### src/hdl/assert_macros.svh
// Assertion macros shared by the span stepper modules.
// Expects signals named clock and reset in the including scope.
`ifndef ASSERT_MACROS_SVH
`define ASSERT_MACROS_SVH

// antecedent holds -> consequent holds in the same cycle
`define ASSERT_SAME(lbl, ante, cons, msg) \
   lbl: assert property (@(posedge clock) disable iff (reset) (ante) |-> (cons)) \
      else $error(msg);

// antecedent holds -> consequent holds in the next cycle
`define ASSERT_NEXT(lbl, ante, cons, msg) \
   lbl: assert property (@(posedge clock) disable iff (reset) (ante) |=> (cons)) \
      else $error(msg);

`endif

### src/hdl/psts_pkg.sv
// Package for the perspective span texel stepper.
// Holds command codes, register indexes, micro-op codes and the
// controller/datapath structs; no dependencies.
package psts_pkg;

   localparam logic CMD_START = 1'b0;
   localparam logic CMD_PIXEL = 1'b1;

   localparam int CSR_IDX_W = 3;
   localparam logic [CSR_IDX_W-1:0] CSR_DEPTH_STEP  = 3'd0;
   localparam logic [CSR_IDX_W-1:0] CSR_U_STEP      = 3'd1;
   localparam logic [CSR_IDX_W-1:0] CSR_V_STEP      = 3'd2;
   localparam logic [CSR_IDX_W-1:0] CSR_DEPTH_SCALE = 3'd3;
   localparam logic [CSR_IDX_W-1:0] CSR_AFFINE_MODE = 3'd4;

   localparam logic [31:0] DEPTH_SCALE_RESET = 32'h0001_0000;
   localparam int DIV_NUM_W = 48;
   localparam int DIV_CNT_W = 6;
   localparam int OFFSET_W  = 10;
   localparam int TEXEL_LSB = 17;
   localparam int TEXEL_W   = 7;

   typedef logic [4:0] op_type;
   localparam op_type OP_NONE      = 5'd0;
   localparam op_type OP_ACCEPT    = 5'd1;
   localparam op_type OP_DIV_RUN   = 5'd2;
   localparam op_type OP_DIV_WAIT  = 5'd3;
   localparam op_type OP_MUL_RU    = 5'd4;
   localparam op_type OP_MUL_RV_U1 = 5'd5;
   localparam op_type OP_MUL_SD_V1 = 5'd6;
   localparam op_type OP_MUL_SU_RD = 5'd7;
   localparam op_type OP_MUL_SV_RU = 5'd8;
   localparam op_type OP_RV_DIV    = 5'd9;
   localparam op_type OP_MUL_RV_DU = 5'd10;
   localparam op_type OP_DV        = 5'd11;
   localparam op_type OP_SHIFT     = 5'd12;
   localparam op_type OP_DIV_INV   = 5'd13;
   localparam op_type OP_MUL_DU    = 5'd14;
   localparam op_type OP_MUL_DV_TU = 5'd15;
   localparam op_type OP_SETV      = 5'd16;
   localparam op_type OP_EMIT      = 5'd17;

   typedef struct packed {
      op_type op;
   } dp_cmd_type;

   typedef struct packed {
      logic pix_empty;
      logic sub_zero;
      logic affine;
      logic full_sub;
      logic div_done;
   } dp_status_type;

endpackage

### src/hdl/psts_div.sv
// Iterative signed divider, one quotient bit per cycle, with optional
// round-to-nearest-even and 32-bit saturation. Uses psts_pkg.
`include "assert_macros.svh"
module psts_div (
   input  logic                                   clock,
   input  logic                                   reset,
   input  logic                                   start,
   input  logic                                   round_en,
   input  logic signed [psts_pkg::DIV_NUM_W-1:0]  num,
   input  logic signed [31:0]                     den,
   output logic                                   done,
   output logic [31:0]                            quot
);
   import psts_pkg::*;

   localparam int NW = DIV_NUM_W;

   logic                 busy_ff, busy_in;
   logic [DIV_CNT_W-1:0] cnt_ff, cnt_in;
   logic [NW-1:0]        quo_ff, quo_in;
   logic [31:0]          rem_ff, rem_in;
   logic [31:0]          m_ff;
   logic                 neg_ff, zero_ff, rnd_ff;
   logic [32:0]          rem_sh, two_r, m33;
   logic                 ge, up;
   logic [NW:0]          q_rnd;

   always_comb begin
      rem_sh = {rem_ff, quo_ff[NW-1]};
      m33    = {1'b0, m_ff};
      ge     = rem_sh >= m33;
      rem_in = ge ? 32'(rem_sh - m33) : rem_sh[31:0];
      quo_in = {quo_ff[NW-2:0], ge};
      busy_in = busy_ff;
      cnt_in  = cnt_ff;
      if (start) begin
         busy_in = 1'b1;
         cnt_in  = DIV_CNT_W'(NW);
      end else if (busy_ff) begin
         if (cnt_ff != '0) begin
            cnt_in = cnt_ff - 1'b1;
         end else begin
            busy_in = 1'b0;
         end
      end
   end

   always_ff @(posedge clock) begin
      if (reset) begin
         busy_ff <= 1'b0;
         cnt_ff  <= '0;
      end else begin
         busy_ff <= busy_in;
         cnt_ff  <= cnt_in;
      end
   end

   always_ff @(posedge clock) begin
      if (start) begin
         quo_ff  <= num[NW-1] ? NW'(-num) : num;
         m_ff    <= den[31] ? 32'(-den) : den;
         rem_ff  <= '0;
         neg_ff  <= num[NW-1] ^ den[31];
         zero_ff <= den == '0;
         rnd_ff  <= round_en;
      end else if (busy_ff && cnt_ff != '0) begin
         quo_ff <= quo_in;
         rem_ff <= rem_in;
      end
   end

   always_comb begin
      two_r = {rem_ff, 1'b0};
      up    = rnd_ff && ((two_r > m33) || ((two_r == m33) && quo_ff[0]));
      q_rnd = {1'b0, quo_ff} + (NW+1)'(up);
      if (zero_ff) begin
         quot = 32'h7FFF_FFFF;
      end else if (!neg_ff) begin
         quot = (q_rnd > (NW+1)'(32'h7FFF_FFFF)) ? 32'h7FFF_FFFF : q_rnd[31:0];
      end else begin
         quot = (q_rnd > (NW+1)'(32'h8000_0000)) ? 32'h8000_0000 : 32'(-q_rnd[31:0]);
      end
   end

   assign done = busy_ff && cnt_ff == '0;

   `ASSERT_SAME(a_div_start_idle, start, !busy_ff, "divider started while busy")

endmodule

### src/hdl/psts_dp.sv
// Datapath of the span stepper: registers, span state, shared multiplier,
// divider and result register. Uses psts_pkg and psts_div.
module psts_dp #(
   parameter int MAX_SPAN  = 1024,
   parameter int SUB_SHIFT = 4
) (
   input  logic                                clock,
   input  logic                                reset,
   input  psts_pkg::dp_cmd_type                cmd,
   output psts_pkg::dp_status_type             status,
   input  logic                                csr_we,
   input  logic [psts_pkg::CSR_IDX_W-1:0]      csr_index,
   input  logic [31:0]                         csr_data,
   input  logic                                req_cmd,
   input  logic [10:0]                         req_span_width,
   input  logic signed [31:0]                  req_start_depth,
   input  logic signed [31:0]                  req_start_u,
   input  logic signed [31:0]                  req_start_v,
   input  logic signed [31:0]                  req_stored_depth,
   output logic [psts_pkg::OFFSET_W-1:0]       rsp_pixel_offset,
   output logic [psts_pkg::TEXEL_W-1:0]        rsp_texel_x,
   output logic [psts_pkg::TEXEL_W-1:0]        rsp_texel_y,
   output logic signed [31:0]                  rsp_pixel_depth,
   output logic                                rsp_write_pixel,
   output logic                                rsp_last_pixel
);
   import psts_pkg::*;

   localparam int PW       = $clog2(MAX_SPAN + 1);
   localparam int SW       = SUB_SHIFT + 1;
   localparam int SUB_SIZE = 1 << SUB_SHIFT;

   logic signed [31:0] depth_step_ff, u_step_ff, v_step_ff, depth_scale_ff;
   logic               affine_ff;
   logic signed [31:0] run_depth_ff, run_u_ff, run_v_ff;
   logic signed [31:0] tex_u_ff, tex_v_ff, tex_du_ff, tex_dv_ff, pix_depth_ff;
   logic [PW-1:0]      pixels_left_ff;
   logic [SW-1:0]      sub_left_ff, len_ff, len_in;
   logic [OFFSET_W-1:0] offset_ff;
   logic signed [31:0] stored_ff, z_ff, u1_ff, v1_ff, diffu_ff, diffv_ff;
   logic signed [31:0] mul_a, mul_b, p_hi, p_lo;
   logic signed [63:0] p_ff, p_in;
   logic [31:0]        pl32, w32, div_quot;
   logic               full_in, div_start, div_round, div_done;
   logic signed [DIV_NUM_W-1:0] div_num;
   logic signed [31:0] div_den;

   assign pl32    = 32'(pixels_left_ff);
   assign full_in = pl32 >= 32'(SUB_SIZE);
   assign len_in  = full_in ? SW'(SUB_SIZE) : pl32[SW-1:0];
   assign w32     = 32'(req_span_width);
   assign p_hi    = p_ff[47:16];
   assign p_lo    = p_ff[31:0];
   assign p_in    = mul_a * mul_b;

   always_comb begin
      mul_a = run_u_ff;
      mul_b = z_ff;
      case (cmd.op)
         OP_MUL_RV_U1, OP_MUL_RV_DU: mul_a = run_v_ff;
         OP_MUL_SD_V1: begin
            mul_a = depth_step_ff;
            mul_b = $signed(32'(len_ff));
         end
         OP_MUL_SU_RD: begin
            mul_a = u_step_ff;
            mul_b = $signed(32'(len_ff));
         end
         OP_MUL_SV_RU: begin
            mul_a = v_step_ff;
            mul_b = $signed(32'(len_ff));
         end
         OP_MUL_DU:    mul_a = diffu_ff;
         OP_MUL_DV_TU: mul_a = diffv_ff;
         default:      mul_a = run_u_ff;
      endcase
   end

   assign div_start = cmd.op == OP_DIV_RUN || cmd.op == OP_RV_DIV || cmd.op == OP_DIV_INV;
   assign div_round = cmd.op != OP_DIV_INV;
   assign div_num   = (cmd.op == OP_DIV_INV) ? DIV_NUM_W'(32'h0001_0000)
                                             : {depth_scale_ff, 16'h0000};
   assign div_den   = (cmd.op == OP_DIV_INV) ? $signed(32'(len_ff)) : run_depth_ff;

   psts_div u_div (
      .clock    (clock),
      .reset    (reset),
      .start    (div_start),
      .round_en (div_round),
      .num      (div_num),
      .den      (div_den),
      .done     (div_done),
      .quot     (div_quot)
   );

   always_ff @(posedge clock) begin
      if (reset) begin
         depth_step_ff  <= '0;
         u_step_ff      <= '0;
         v_step_ff      <= '0;
         depth_scale_ff <= DEPTH_SCALE_RESET;
         affine_ff      <= 1'b0;
      end else if (csr_we) begin
         case (csr_index)
            CSR_DEPTH_STEP:  depth_step_ff  <= csr_data;
            CSR_U_STEP:      u_step_ff      <= csr_data;
            CSR_V_STEP:      v_step_ff      <= csr_data;
            CSR_DEPTH_SCALE: depth_scale_ff <= csr_data;
            CSR_AFFINE_MODE: affine_ff      <= csr_data[0];
            default:         affine_ff      <= affine_ff;
         endcase
      end
   end

   always_ff @(posedge clock) begin
      p_ff <= p_in;
   end

   always_ff @(posedge clock) begin
      if (reset) begin
         run_depth_ff   <= '0;
         run_u_ff       <= '0;
         run_v_ff       <= '0;
         tex_u_ff       <= '0;
         tex_v_ff       <= '0;
         tex_du_ff      <= '0;
         tex_dv_ff      <= '0;
         pix_depth_ff   <= '0;
         pixels_left_ff <= '0;
         sub_left_ff    <= '0;
         offset_ff      <= '0;
      end else begin
         case (cmd.op)
            OP_ACCEPT: begin
               if (req_cmd == CMD_START) begin
                  pixels_left_ff <= (w32 > 32'(MAX_SPAN)) ? PW'(MAX_SPAN) : w32[PW-1:0];
                  pix_depth_ff   <= req_start_depth;
                  run_depth_ff   <= req_start_depth;
                  run_u_ff       <= req_start_u;
                  run_v_ff       <= req_start_v;
                  tex_u_ff       <= req_start_u;
                  tex_v_ff       <= req_start_v;
                  tex_du_ff      <= '0;
                  tex_dv_ff      <= '0;
                  sub_left_ff    <= '0;
                  offset_ff      <= '0;
               end
            end
            OP_MUL_SU_RD: run_depth_ff <= run_depth_ff + p_lo;
            OP_MUL_SV_RU: run_u_ff     <= run_u_ff + p_lo;
            OP_RV_DIV:    run_v_ff     <= run_v_ff + p_lo;
            OP_SHIFT: begin
               tex_du_ff   <= diffu_ff >>> SUB_SHIFT;
               tex_dv_ff   <= diffv_ff >>> SUB_SHIFT;
               tex_u_ff    <= u1_ff;
               tex_v_ff    <= v1_ff;
               sub_left_ff <= len_ff;
            end
            OP_MUL_DV_TU: tex_du_ff <= p_hi;
            OP_SETV: begin
               tex_dv_ff   <= p_hi;
               tex_u_ff    <= u1_ff;
               tex_v_ff    <= v1_ff;
               sub_left_ff <= len_ff;
            end
            OP_EMIT: begin
               if (affine_ff) begin
                  tex_u_ff <= tex_u_ff + u_step_ff;
                  tex_v_ff <= tex_v_ff + v_step_ff;
               end else begin
                  tex_u_ff    <= tex_u_ff + tex_du_ff;
                  tex_v_ff    <= tex_v_ff + tex_dv_ff;
                  sub_left_ff <= sub_left_ff - 1'b1;
               end
               pix_depth_ff   <= pix_depth_ff + depth_step_ff;
               offset_ff      <= offset_ff + 1'b1;
               pixels_left_ff <= pixels_left_ff - 1'b1;
            end
            default: offset_ff <= offset_ff;
         endcase
      end
   end

   always_ff @(posedge clock) begin
      case (cmd.op)
         OP_ACCEPT: begin
            stored_ff <= req_stored_depth;
            len_ff    <= len_in;
         end
         OP_DIV_WAIT: begin
            if (div_done) begin
               z_ff <= $signed(div_quot);
            end
         end
         OP_MUL_RV_U1: u1_ff    <= p_hi;
         OP_MUL_SD_V1: v1_ff    <= p_hi;
         OP_MUL_RV_DU: diffu_ff <= p_hi - u1_ff;
         OP_DV:        diffv_ff <= p_hi - v1_ff;
         OP_EMIT: begin
            rsp_pixel_offset <= offset_ff;
            rsp_texel_x      <= tex_u_ff[TEXEL_LSB +: TEXEL_W];
            rsp_texel_y      <= tex_v_ff[TEXEL_LSB +: TEXEL_W];
            rsp_pixel_depth  <= pix_depth_ff;
            rsp_write_pixel  <= pix_depth_ff > stored_ff;
            rsp_last_pixel   <= pixels_left_ff == PW'(1);
         end
         default: stored_ff <= stored_ff;
      endcase
   end

   always_comb begin
      status.pix_empty = pixels_left_ff == '0;
      status.sub_zero  = sub_left_ff == '0;
      status.affine    = affine_ff;
      status.full_sub  = len_ff == SW'(SUB_SIZE);
      status.div_done  = div_done;
   end

endmodule

### src/hdl/psts_ctrl.sv
// Controller of the span stepper: sequences the subspan correction and
// owns the channel handshakes. Uses psts_pkg.
`include "assert_macros.svh"
module psts_ctrl (
   input  logic                     clock,
   input  logic                     reset,
   input  logic                     req_valid,
   input  logic                     req_cmd,
   output logic                     req_stall,
   output logic                     rsp_valid,
   input  logic                     rsp_stall,
   input  psts_pkg::dp_status_type  status,
   output psts_pkg::dp_cmd_type     cmd
);
   import psts_pkg::*;

   localparam logic [4:0] ST_IDLE   = 5'd0;
   localparam logic [4:0] ST_RECIP1 = 5'd1;
   localparam logic [4:0] ST_WAIT1  = 5'd2;
   localparam logic [4:0] ST_MU1    = 5'd3;
   localparam logic [4:0] ST_MV1    = 5'd4;
   localparam logic [4:0] ST_SD     = 5'd5;
   localparam logic [4:0] ST_SU     = 5'd6;
   localparam logic [4:0] ST_SV     = 5'd7;
   localparam logic [4:0] ST_RECIP2 = 5'd8;
   localparam logic [4:0] ST_WAIT2  = 5'd9;
   localparam logic [4:0] ST_MU2    = 5'd10;
   localparam logic [4:0] ST_MV2    = 5'd11;
   localparam logic [4:0] ST_DIFF   = 5'd12;
   localparam logic [4:0] ST_SHIFT  = 5'd13;
   localparam logic [4:0] ST_INVDIV = 5'd14;
   localparam logic [4:0] ST_WAIT3  = 5'd15;
   localparam logic [4:0] ST_MDU    = 5'd16;
   localparam logic [4:0] ST_MDV    = 5'd17;
   localparam logic [4:0] ST_SETV   = 5'd18;
   localparam logic [4:0] ST_EMIT   = 5'd19;

   logic [4:0] state_ff, state_in;
   logic       rsp_valid_ff, rsp_valid_in;
   logic       out_free;

   assign out_free  = !rsp_valid_ff || !rsp_stall;
   assign req_stall = state_ff != ST_IDLE;
   assign rsp_valid = rsp_valid_ff;

   always_comb begin
      state_in = state_ff;
      cmd.op   = OP_NONE;
      case (state_ff)
         ST_IDLE: begin
            if (req_valid) begin
               cmd.op = OP_ACCEPT;
               if (req_cmd == CMD_PIXEL && !status.pix_empty) begin
                  state_in = (!status.affine && status.sub_zero) ? ST_RECIP1 : ST_EMIT;
               end
            end
         end
         ST_RECIP1: begin
            cmd.op   = OP_DIV_RUN;
            state_in = ST_WAIT1;
         end
         ST_WAIT1: begin
            cmd.op = OP_DIV_WAIT;
            if (status.div_done) begin
               state_in = ST_MU1;
            end
         end
         ST_MU1: begin
            cmd.op   = OP_MUL_RU;
            state_in = ST_MV1;
         end
         ST_MV1: begin
            cmd.op   = OP_MUL_RV_U1;
            state_in = ST_SD;
         end
         ST_SD: begin
            cmd.op   = OP_MUL_SD_V1;
            state_in = ST_SU;
         end
         ST_SU: begin
            cmd.op   = OP_MUL_SU_RD;
            state_in = ST_SV;
         end
         ST_SV: begin
            cmd.op   = OP_MUL_SV_RU;
            state_in = ST_RECIP2;
         end
         ST_RECIP2: begin
            cmd.op   = OP_RV_DIV;
            state_in = ST_WAIT2;
         end
         ST_WAIT2: begin
            cmd.op = OP_DIV_WAIT;
            if (status.div_done) begin
               state_in = ST_MU2;
            end
         end
         ST_MU2: begin
            cmd.op   = OP_MUL_RU;
            state_in = ST_MV2;
         end
         ST_MV2: begin
            cmd.op   = OP_MUL_RV_DU;
            state_in = ST_DIFF;
         end
         ST_DIFF: begin
            cmd.op   = OP_DV;
            state_in = status.full_sub ? ST_SHIFT : ST_INVDIV;
         end
         ST_SHIFT: begin
            cmd.op   = OP_SHIFT;
            state_in = ST_EMIT;
         end
         ST_INVDIV: begin
            cmd.op   = OP_DIV_INV;
            state_in = ST_WAIT3;
         end
         ST_WAIT3: begin
            cmd.op = OP_DIV_WAIT;
            if (status.div_done) begin
               state_in = ST_MDU;
            end
         end
         ST_MDU: begin
            cmd.op   = OP_MUL_DU;
            state_in = ST_MDV;
         end
         ST_MDV: begin
            cmd.op   = OP_MUL_DV_TU;
            state_in = ST_SETV;
         end
         ST_SETV: begin
            cmd.op   = OP_SETV;
            state_in = ST_EMIT;
         end
         ST_EMIT: begin
            if (out_free) begin
               cmd.op   = OP_EMIT;
               state_in = ST_IDLE;
            end
         end
         default: state_in = ST_IDLE;
      endcase
   end

   always_comb begin
      rsp_valid_in = rsp_valid_ff;
      if (cmd.op == OP_EMIT) begin
         rsp_valid_in = 1'b1;
      end else if (!rsp_stall) begin
         rsp_valid_in = 1'b0;
      end
   end

   always_ff @(posedge clock) begin
      if (reset) begin
         state_ff     <= ST_IDLE;
         rsp_valid_ff <= 1'b0;
      end else begin
         state_ff     <= state_in;
         rsp_valid_ff <= rsp_valid_in;
      end
   end

   `ASSERT_SAME(a_emit_free, cmd.op == OP_EMIT, !(rsp_valid_ff && rsp_stall), "beat overwritten")
   `ASSERT_NEXT(a_emit_valid, cmd.op == OP_EMIT, rsp_valid_ff, "emitted beat not shown")
   `ASSERT_SAME(a_accept_idle, cmd.op == OP_ACCEPT, state_ff == ST_IDLE && req_valid, "bad accept")

endmodule

### src/hdl/perspective_span_texel_stepper.sv
// Top level of the perspective span texel stepper.
// Joins psts_ctrl and psts_dp; uses psts_pkg.
//
//   channel  direction  handshake            payload
//   req      in         req_valid/req_stall  cmd, span, start depth/u/v, stored depth
//   rsp      out        rsp_valid/rsp_stall  offset, texel x/y, depth, write, last
//   csr      in         csr_we               csr_index, csr_data
//
// Start beats are taken in the idle state; affine or mid-subspan pixels pass through
// accept and emit. A pixel opening a perspective subspan adds two divider passes
// (three for a partial subspan) plus the multiply and update states between them.
// Reset is synchronous and clears the span walk registers and counters (not the subspan
// scratch or result registers); depth_scale resets to 1.0. The result register holds a
// stalled beat; the next pixel waits in its emit state until that beat is taken.
module perspective_span_texel_stepper #(
   parameter int MAX_SPAN  = 1024,
   parameter int SUB_SHIFT = 4
) (
   input  logic                                clock,
   input  logic                                reset,
   input  logic                                csr_we,
   input  logic [psts_pkg::CSR_IDX_W-1:0]      csr_index,
   input  logic [31:0]                         csr_data,
   input  logic                                req_valid,
   output logic                                req_stall,
   input  logic                                req_cmd,
   input  logic [10:0]                         req_span_width,
   input  logic signed [31:0]                  req_start_depth,
   input  logic signed [31:0]                  req_start_u,
   input  logic signed [31:0]                  req_start_v,
   input  logic signed [31:0]                  req_stored_depth,
   output logic                                rsp_valid,
   input  logic                                rsp_stall,
   output logic [psts_pkg::OFFSET_W-1:0]       rsp_pixel_offset,
   output logic [psts_pkg::TEXEL_W-1:0]        rsp_texel_x,
   output logic [psts_pkg::TEXEL_W-1:0]        rsp_texel_y,
   output logic signed [31:0]                  rsp_pixel_depth,
   output logic                                rsp_write_pixel,
   output logic                                rsp_last_pixel
);
   import psts_pkg::*;

   dp_cmd_type    cmd;
   dp_status_type status;

   psts_ctrl u_ctrl (
      .clock     (clock),
      .reset     (reset),
      .req_valid (req_valid),
      .req_cmd   (req_cmd),
      .req_stall (req_stall),
      .rsp_valid (rsp_valid),
      .rsp_stall (rsp_stall),
      .status    (status),
      .cmd       (cmd)
   );

   psts_dp #(
      .MAX_SPAN  (MAX_SPAN),
      .SUB_SHIFT (SUB_SHIFT)
   ) u_dp (
      .clock            (clock),
      .reset            (reset),
      .cmd              (cmd),
      .status           (status),
      .csr_we           (csr_we),
      .csr_index        (csr_index),
      .csr_data         (csr_data),
      .req_cmd          (req_cmd),
      .req_span_width   (req_span_width),
      .req_start_depth  (req_start_depth),
      .req_start_u      (req_start_u),
      .req_start_v      (req_start_v),
      .req_stored_depth (req_stored_depth),
      .rsp_pixel_offset (rsp_pixel_offset),
      .rsp_texel_x      (rsp_texel_x),
      .rsp_texel_y      (rsp_texel_y),
      .rsp_pixel_depth  (rsp_pixel_depth),
      .rsp_write_pixel  (rsp_write_pixel),
      .rsp_last_pixel   (rsp_last_pixel)
   );

endmodule

### config.mk
export PLATFORM = sky130hd
export DESIGN_NAME = perspective_span_texel_stepper
export DESIGN_NICKNAME = d
export VERILOG_FILES = /design/src/hdl/psts_pkg.sv /design/src/hdl/psts_div.sv /design/src/hdl/psts_dp.sv /design/src/hdl/psts_ctrl.sv /design/src/hdl/perspective_span_texel_stepper.sv
export VERILOG_INCLUDE_DIRS = /design/src /design/src/hdl
export SDC_FILE = /design/constraint.sdc
export NUM_CORES = 2
export LEC_CHECK = 0
export ABC_AREA = 1
export BUFFER_PORTS_ARGS = -buffer_cell sky130_fd_sc_hd__buf_2
export CAP_MARGIN = 30
export CORE_MARGIN = 10
export CORE_UTILIZATION = 23
export CTS_CLUSTER_DIAMETER = 40
export DETAILED_ROUTE_END_ITERATION = 8
export PLACE_DENSITY = 0.36
export SYNTH_ARGS = -nofsm -noshare
export SYNTH_HDL_FRONTEND = slang
export SYNTH_SLANG_ARGS = --single-unit
### constraint.sdc
create_clock -name clock -period 8.8 [get_ports clock]
set_input_delay 2.64 -clock clock [delete_from_list [all_inputs] [get_ports clock]]
set_output_delay 2.64 -clock clock [all_outputs]
set_load 0.05 [all_outputs]
* Word-level counts from Yosys, hierarchy flattened
Index checks and enable logic that the tools add are counted.
** Storage, ports and cells
- Logic and storage cells :: 232
- Input bits :: 180
- Output and inout port bits :: 60
- Bits in registers :: 842
** Operators by class
- Order comparisons :: 7
- Mux-type cells :: 54
- Reductions and logical operators :: 56
- Add/subtract/negate cells :: 19
- Eq/ne operators :: 52
- Bitwise gates (word level) :: 1
- $mul :: 1
** Operators by type and width (count)
- two-way mux 32 bit :: 12
- case mux 32 bit (3 select lines) :: 4
- adder 32 bit :: 8
- case mux 32 bit (2 select lines) :: 4
- two-way mux 48 bit :: 4
- case mux 32 bit (6 select lines) :: 1
- subtractor 32 bit :: 3
- case mux 5 bit (19 select lines) :: 1
- case mux 5 bit (17 select lines) :: 1
- equality test 5 x 4 -> 1 bit, second input constant :: 16
- negation 32 bit :: 2
- two-way mux 5 bit :: 10
- adder 48 x 1 -> 49 bit :: 1
- greater-than comparator 49 x 31 -> 1 bit, second input constant :: 1
- greater-than comparator 49 x 32 -> 1 bit, second input constant :: 1
- multiplier 32 x 32 -> 48 bit :: 1
- negation 48 bit :: 1
- equality test 5 x 3 -> 1 bit, second input constant :: 7
- equality test 5 bit, second input constant :: 7
- equality test 33 x 32 -> 1 bit :: 1
- greater-or-equal comparator 33 x 32 -> 1 bit :: 1
- greater-than comparator 33 x 32 -> 1 bit :: 1
- greater-than comparator 32 bit :: 1
- zero test 32 bit :: 1
- 41 further kinds :: 100

* Logic depth before layout (Yosys ltp)
- Depth in word-level cells :: 9
- Mapped depth :: 42
- Mapped depth without buffers :: 39

* By module
A second synthesis with hierarchy kept.
** Second synthesis, totals
- Cells, all modules :: 10683
- Area, all modules :: 81217.9 sq um
** Modules (own cells, without submodules)
- psts_dp :: area each 68140.4 sq um, cells each 8536, instances 1
- psts_div :: area each 12376.9 sq um, cells each 2011, instances 1
- psts_ctrl :: area each 700.7 sq um, cells each 136, instances 1

* Worst setup path before layout
OpenSTA, ideal clock, no wires.
- Path kind :: reg-to-reg
- Start point :: reg u_ctrl.state_ff[0]
- End point :: reg u_dp.p_ff[46]
- Data required time :: 8.682 ns
- Path slack :: -0.632 ns
- Period minus slack after synthesis :: 9.432 ns
- Arrival time :: 9.314 ns
- Library setup time :: 0.118 ns
- Stages on the path, launching flop included :: 39
- Path buffers :: 5
- Cell sequence :: dfxtp_1 > buf_4 > nor2_2 > nand2_1 > nor2_1 > nor2_1 > nand3_2 > buf_2 > buf_2 > buf_2 > nand3_1 > nand2_1 > inv_1 > buf_2 > nand2_1 > fa_1 > fa_1 > inv_1 > [3 not listed] > inv_1 > fa_1 > fa_1 > fa_1 > inv_1 > fa_1 > inv_1 > ha_1 > nand2_1 > nor2_1 > inv_1 > nor4_1 > nand3_1 > nand3_1 > nand2_1 > o211ai_1 > a21oi_1 > xnor2_1
** On the way
- Cells in the longest elaborated chain, start to end :: 7
- Elaborated cells on any way between the ends :: 35
- Classes of those cells :: mul (1); eq/ne (26); mux (3); reduce/logical (5)
** RTL lines
- start: declaration :: line psts_ctrl.sv:38 : logic [4:0] state_ff, state_in;
- start signal: assignment :: line psts_ctrl.sv:160 : state_ff <= state_in;
- equality test 5 x 2 -> 1 bit / equality test 5 x 4 -> 1 bit (equally long branches) :: line psts_ctrl.sv:49 : case (state_ff)
- OR reduction 3 bit (no source line) / OR reduction 2 bit (equally long branches)
- case mux 5 bit (17 select lines) (*) :: line psts_ctrl.sv:49
- equality test 5 x 3 -> 1 bit / equality test 5 x 4 -> 1 bit (equally long branches) :: line psts_dp.sv:59 : case (cmd.op)
- OR reduction 2 bit / OR reduction 3 bit (equally long branches)
- case mux 32 bit (6 select lines) / two-way mux 32 bit (equally long branches) :: line psts_dp.sv:59
- multiplier 32 x 32 -> 48 bit (*) :: line psts_dp.sv:54 : assign p_in = mul_a * mul_b;
- named net u_dp.p_in[46] :: line psts_dp.sv:42 : logic signed [63:0] p_ff, p_in;
- end signal: assignment :: line psts_dp.sv:116 : p_ff <= p_in;
- end: declaration :: line psts_dp.sv:42
Mark *: on every way through the listed nets, which the timed path passes. The rest lies on a longest branch.
A chain may end at the register's enable or synchronous reset.

* Worst setup path after layout
- Start point :: reg u_ctrl.state_ff[0]
- End point :: reg u_dp.p_ff[42]
Same word-level chain as after synthesis.

==> results.sh <==
export IMPL_routed_via_count=74900
export IMPL_clock_fmax_mhz=117
export IMPL_dp_cells=15400
export IMPL_timing_final_crit_share_pct=97.0
export IMPL_grt_pass1_vias=75600
export IMPL_hold_viol=0
export IMPL_io_buffers=239
export IMPL_synth_top_area_cell="fa_1"
export IMPL_routabilityCongestion=0.921
export IMPL_cts_tree="done"
export IMPL_nets=12500
export IMPL_fp_coreArea_sq_mm=0.346
export IMPL_min_period_ns=8.53
export IMPL_avgSynthCellArea_sq_um=7.76
export IMPL_cpPeakStageDelay_ns=0.61
export IMPL_cts_root_buf="clkbuf_16"
export IMPL_final_cell_count_no_fill=15700
export IMPL_final_max_slew_viol_count=0
export IMPL_finClkSkew_ns=0.0744
export IMPL_tightest_slew_ns=0.979
export IMPL_critical_path_max_fanout=14
export IMPL_clkLatencyLatePin_ns=0.86
export IMPL_netlist_top_cells_area="fa_1 (21%), edfxtp_1 (13%), dfxtp_1 (12%)"
export IMPL_setup_viol=0
export IMPL_synthCells=10300
export IMPL_grt_usage_pct=20.9
export IMPL_crit_path_top_delay_cell="fa_2"
export IMPL_fin_util_pct=28.4
export IMPL_yosysSeqAreaShare_pct=24.5
export IMPL_area_growth_syn_to_layout_pct=22.9
export IMPL_synth_distinct_cells=68
export IMPL_htree_levels=4
export IMPL_routedWlPerCell_um=25.6
export IMPL_hp_class="reg -> reg"
export IMPL_slew_headroom_pct=34.7
export IMPL_status="finished clean"
export IMPL_r2r_start="u_ctrl.state_ff[0]"
export IMPL_first_pass_iters=6
export IMPL_regToRegEndpoint="u_dp.p_ff[42]"
export IMPL_die_w_um=609
export IMPL_endpoint="u_dp.p_ff[42]"
export IMPL_start_kind="flip-flop"
export IMPL_rsz0062_at_grt="yes"
export IMPL_clk_pin_slew_ns=0.05
export IMPL_grt_max_degree=174
export IMPL_cts_max_path_buffers=4
export IMPL_grt_pass1_wl_um=568000
export IMPL_synth_seq_cells=810
export IMPL_synth_ff_type="dfxtp_1"
export IMPL_drt_wl_total_um=403000
export IMPL_synth_area_sq_mm=0.0799
export IMPL_crit_path_start="u_ctrl.state_ff[0]"
export IMPL_critPathCaptureType="flip-flop"
export IMPL_rrSetupSlack_ns=0.27
export IMPL_routed_via_density=4.76
export IMPL_hpwl_um=332000
export IMPL_netlist_top_cells_count="nand2_1 (1922), inv_1 (1668), nor2_1 (1234), fa_1 (848), o21ai_0 (724)"
export IMPL_synth_warnings=0
export IMPL_antenna_found_initial=70
export IMPL_start_util_pct=23.1
export IMPL_synth_top_cell_area_share_pct=21.2
export IMPL_cap_violations=0
export IMPL_cp_arrival_ns=9.29
export IMPL_pin_count=240
export IMPL_synth_edf_count=338
export IMPL_clock_sinks=810
export IMPL_grt_overflow_total=0
export IMPL_path_class="reg -> reg"
export IMPL_drcViolationCount=0
export IMPL_cts_hold_buf=0
export IMPL_drt_iter0_drc=6411
export IMPL_cp_required_ns=9.55
export IMPL_cpMostUsedCell="fa_1"
export IMPL_layout_drive_gt1_share_pct=13.1
export IMPL_reg2reg_depth=35
export IMPL_row_count=216
export IMPL_die_area_sq_mm=0.371
export IMPL_die_h_um=609
export IMPL_cts_inserted_buffers=172
export IMPL_syn_nets=11800
export IMPL_drtAntennaViolNets=0
export IMPL_yosysMostFrequentCell="nand2_1"
export IMPL_async_reset_ff_share_pct=0
## worst max-delay path: cells and delay by family (launching register included)
family / cells / cell delay [ns]
buf+inv: 10 / 1.33
xor+xnor: 1 / 0.13
fa+ha+maj: 9 / 4.31
compound gates: 7 / 1.28
flops: 1 / 0.38
simple gates: 8 / 1.00
## metrics by stage
stage / area (sq um) / TNS [ns] / worst slack, ns / hold WS (ns)
floorplan: 79900 / 0 / 0.0290 / 0.428
global placement: 91400 / -2.20 / -0.384 / 0.444
detailed placement: 91400 / -1.61 / -0.324 / 0.447
CTS: 97500 / 0 / 0.000809 / 0.456
global route: 98200 / -0.0998 / -0.0527 / 0.469
finish: 98200 / 0 / 0.265 / 0.453
## area by class of cell
class                      instances  area, sq um
antenna                           43          108
multi-input combinational       7400        52900
tap                             4578         5730
fill                           37600       248000
sequential                       810        19600
timing repair buffer             900         7430
clock inverter                   106         1310
inverter                        1705         6420
clock buffer                     201         4700
## sequential cells by signal, indices dropped and copies added (netlist names), 32 cells and up
register and cells:
u_dp.p_ff 48, u_dp.u_div.quo_ff 48, u_dp.depth_scale_ff 32, u_dp.depth_step_ff 32, u_dp.diffu_ff 32, u_dp.diffv_ff 32, u_dp.pix_depth_ff 32, u_dp.rsp_pixel_depth 32
u_dp.run_depth_ff 32, u_dp.run_u_ff 32, u_dp.run_v_ff 32, u_dp.stored_ff 32, u_dp.u1_ff 32, u_dp.u_div.m_ff 32, u_dp.u_div.rem_ff 32, u_dp.u_step_ff 32
u_dp.v1_ff 32, u_dp.v_step_ff 32, u_dp.z_ff 32
## metal layers
| metal | vias up | GRT usage (%) | routed length [um] | share of wire [%] |
|---|---|---|---|---|
| li1 | 34700 | - | - | - |
| met1 | 37500 | 28.2 | 180000 | 45 |
| met2 | 2208 | 35.0 | 189000 | 47 |
| met3 | 474 | 2.30 | 19500 | 4.8 |
| met4 | 8 | 6.76 | 15500 | 3.8 |
| met5 | - | 0 | 64 | 0.016 |
## cells in the final DEF, fill, tap and decap left out, types with 33 or more instances in the layout
| master | Yosys | final |
|---|---|---|
| a31oi_1 | 61 | 60 |
| a221oi_1 | 99 | 90 |
| nand3_1 | 345 | 337 |
| inv_2 | 23 | 33 |
| o21ai_1 | 29 | 39 |
| nor2_1 | 1234 | 1208 |
| buf_2 | 48 | 240 |
| xor2_1 | 177 | 177 |
| diode_2 | 0 | 43 |
| nor4_1 | 38 | 36 |
| o21bai_1 | 44 | 44 |
| a21oi_1 | 675 | 665 |
| buf_12 | 0 | 92 |
| fa_1 | 848 | 835 |
| edfxtp_1 | 338 | 338 |
| nand2_1 | 1922 | 1910 |
| o21ai_0 | 724 | 708 |
| or2_2 | 49 | 49 |
| nand4_1 | 101 | 101 |
| xnor2_1 | 95 | 95 |
| ha_1 | 476 | 473 |
| dfxtp_1 | 472 | 458 |
| clkbuf_16 | 0 | 183 |
| a211oi_1 | 47 | 47 |
| nor3_1 | 93 | 90 |
| buf_4 | 4 | 549 |
| inv_1 | 1668 | 1651 |
| o211ai_1 | 70 | 70 |
## worst min path at each step
stage / slack (ns) / cells past startpoint / endpoint / startpoint
finish: 0.45 / 0 / u_dp.rsp_texel_x[1] / u_dp.tex_u_ff[18]
global route: 0.47 / 0 / u_dp.rsp_texel_x[1] / u_dp.tex_u_ff[18]
CTS: 0.46 / 0 / u_dp.rsp_texel_x[1] / u_dp.tex_u_ff[18]
detailed placement: 0.45 / 2 / u_dp.tex_dv_ff[8] / u_dp.tex_dv_ff[8]
global placement: 0.44 / 2 / u_dp.tex_dv_ff[11] / u_dp.tex_dv_ff[11]
floorplan: 0.43 / 0 / u_dp.rsp_pixel_offset[9] / u_dp.offset_ff[9]
## logic make-up after synthesis
kind of cell	after synthesis	share of synthesized area [%]
AO/OA/AOI/OAI	1922	13.7
buffers and inverters	2091	9.94
flip-flops	810	24.5
adder cells (fa/ha/maj)	1324	28.7
multiplexers	3	0.0376
AND/OR/NAND/NOR	3872	19.9
XOR/XNOR	278	3.15
## what timing repair did
action                                  in CTS  in global routing
cloned                                       0                  3
gates resized for setup                     25                115
pin swaps                                    2                 23
setup buffers                                2                 12
endpoints found under the setup margin       9                 23
Power is not shown: default switching activity piles up to over one toggle a cycle in this logic, so the estimate is an artifact.
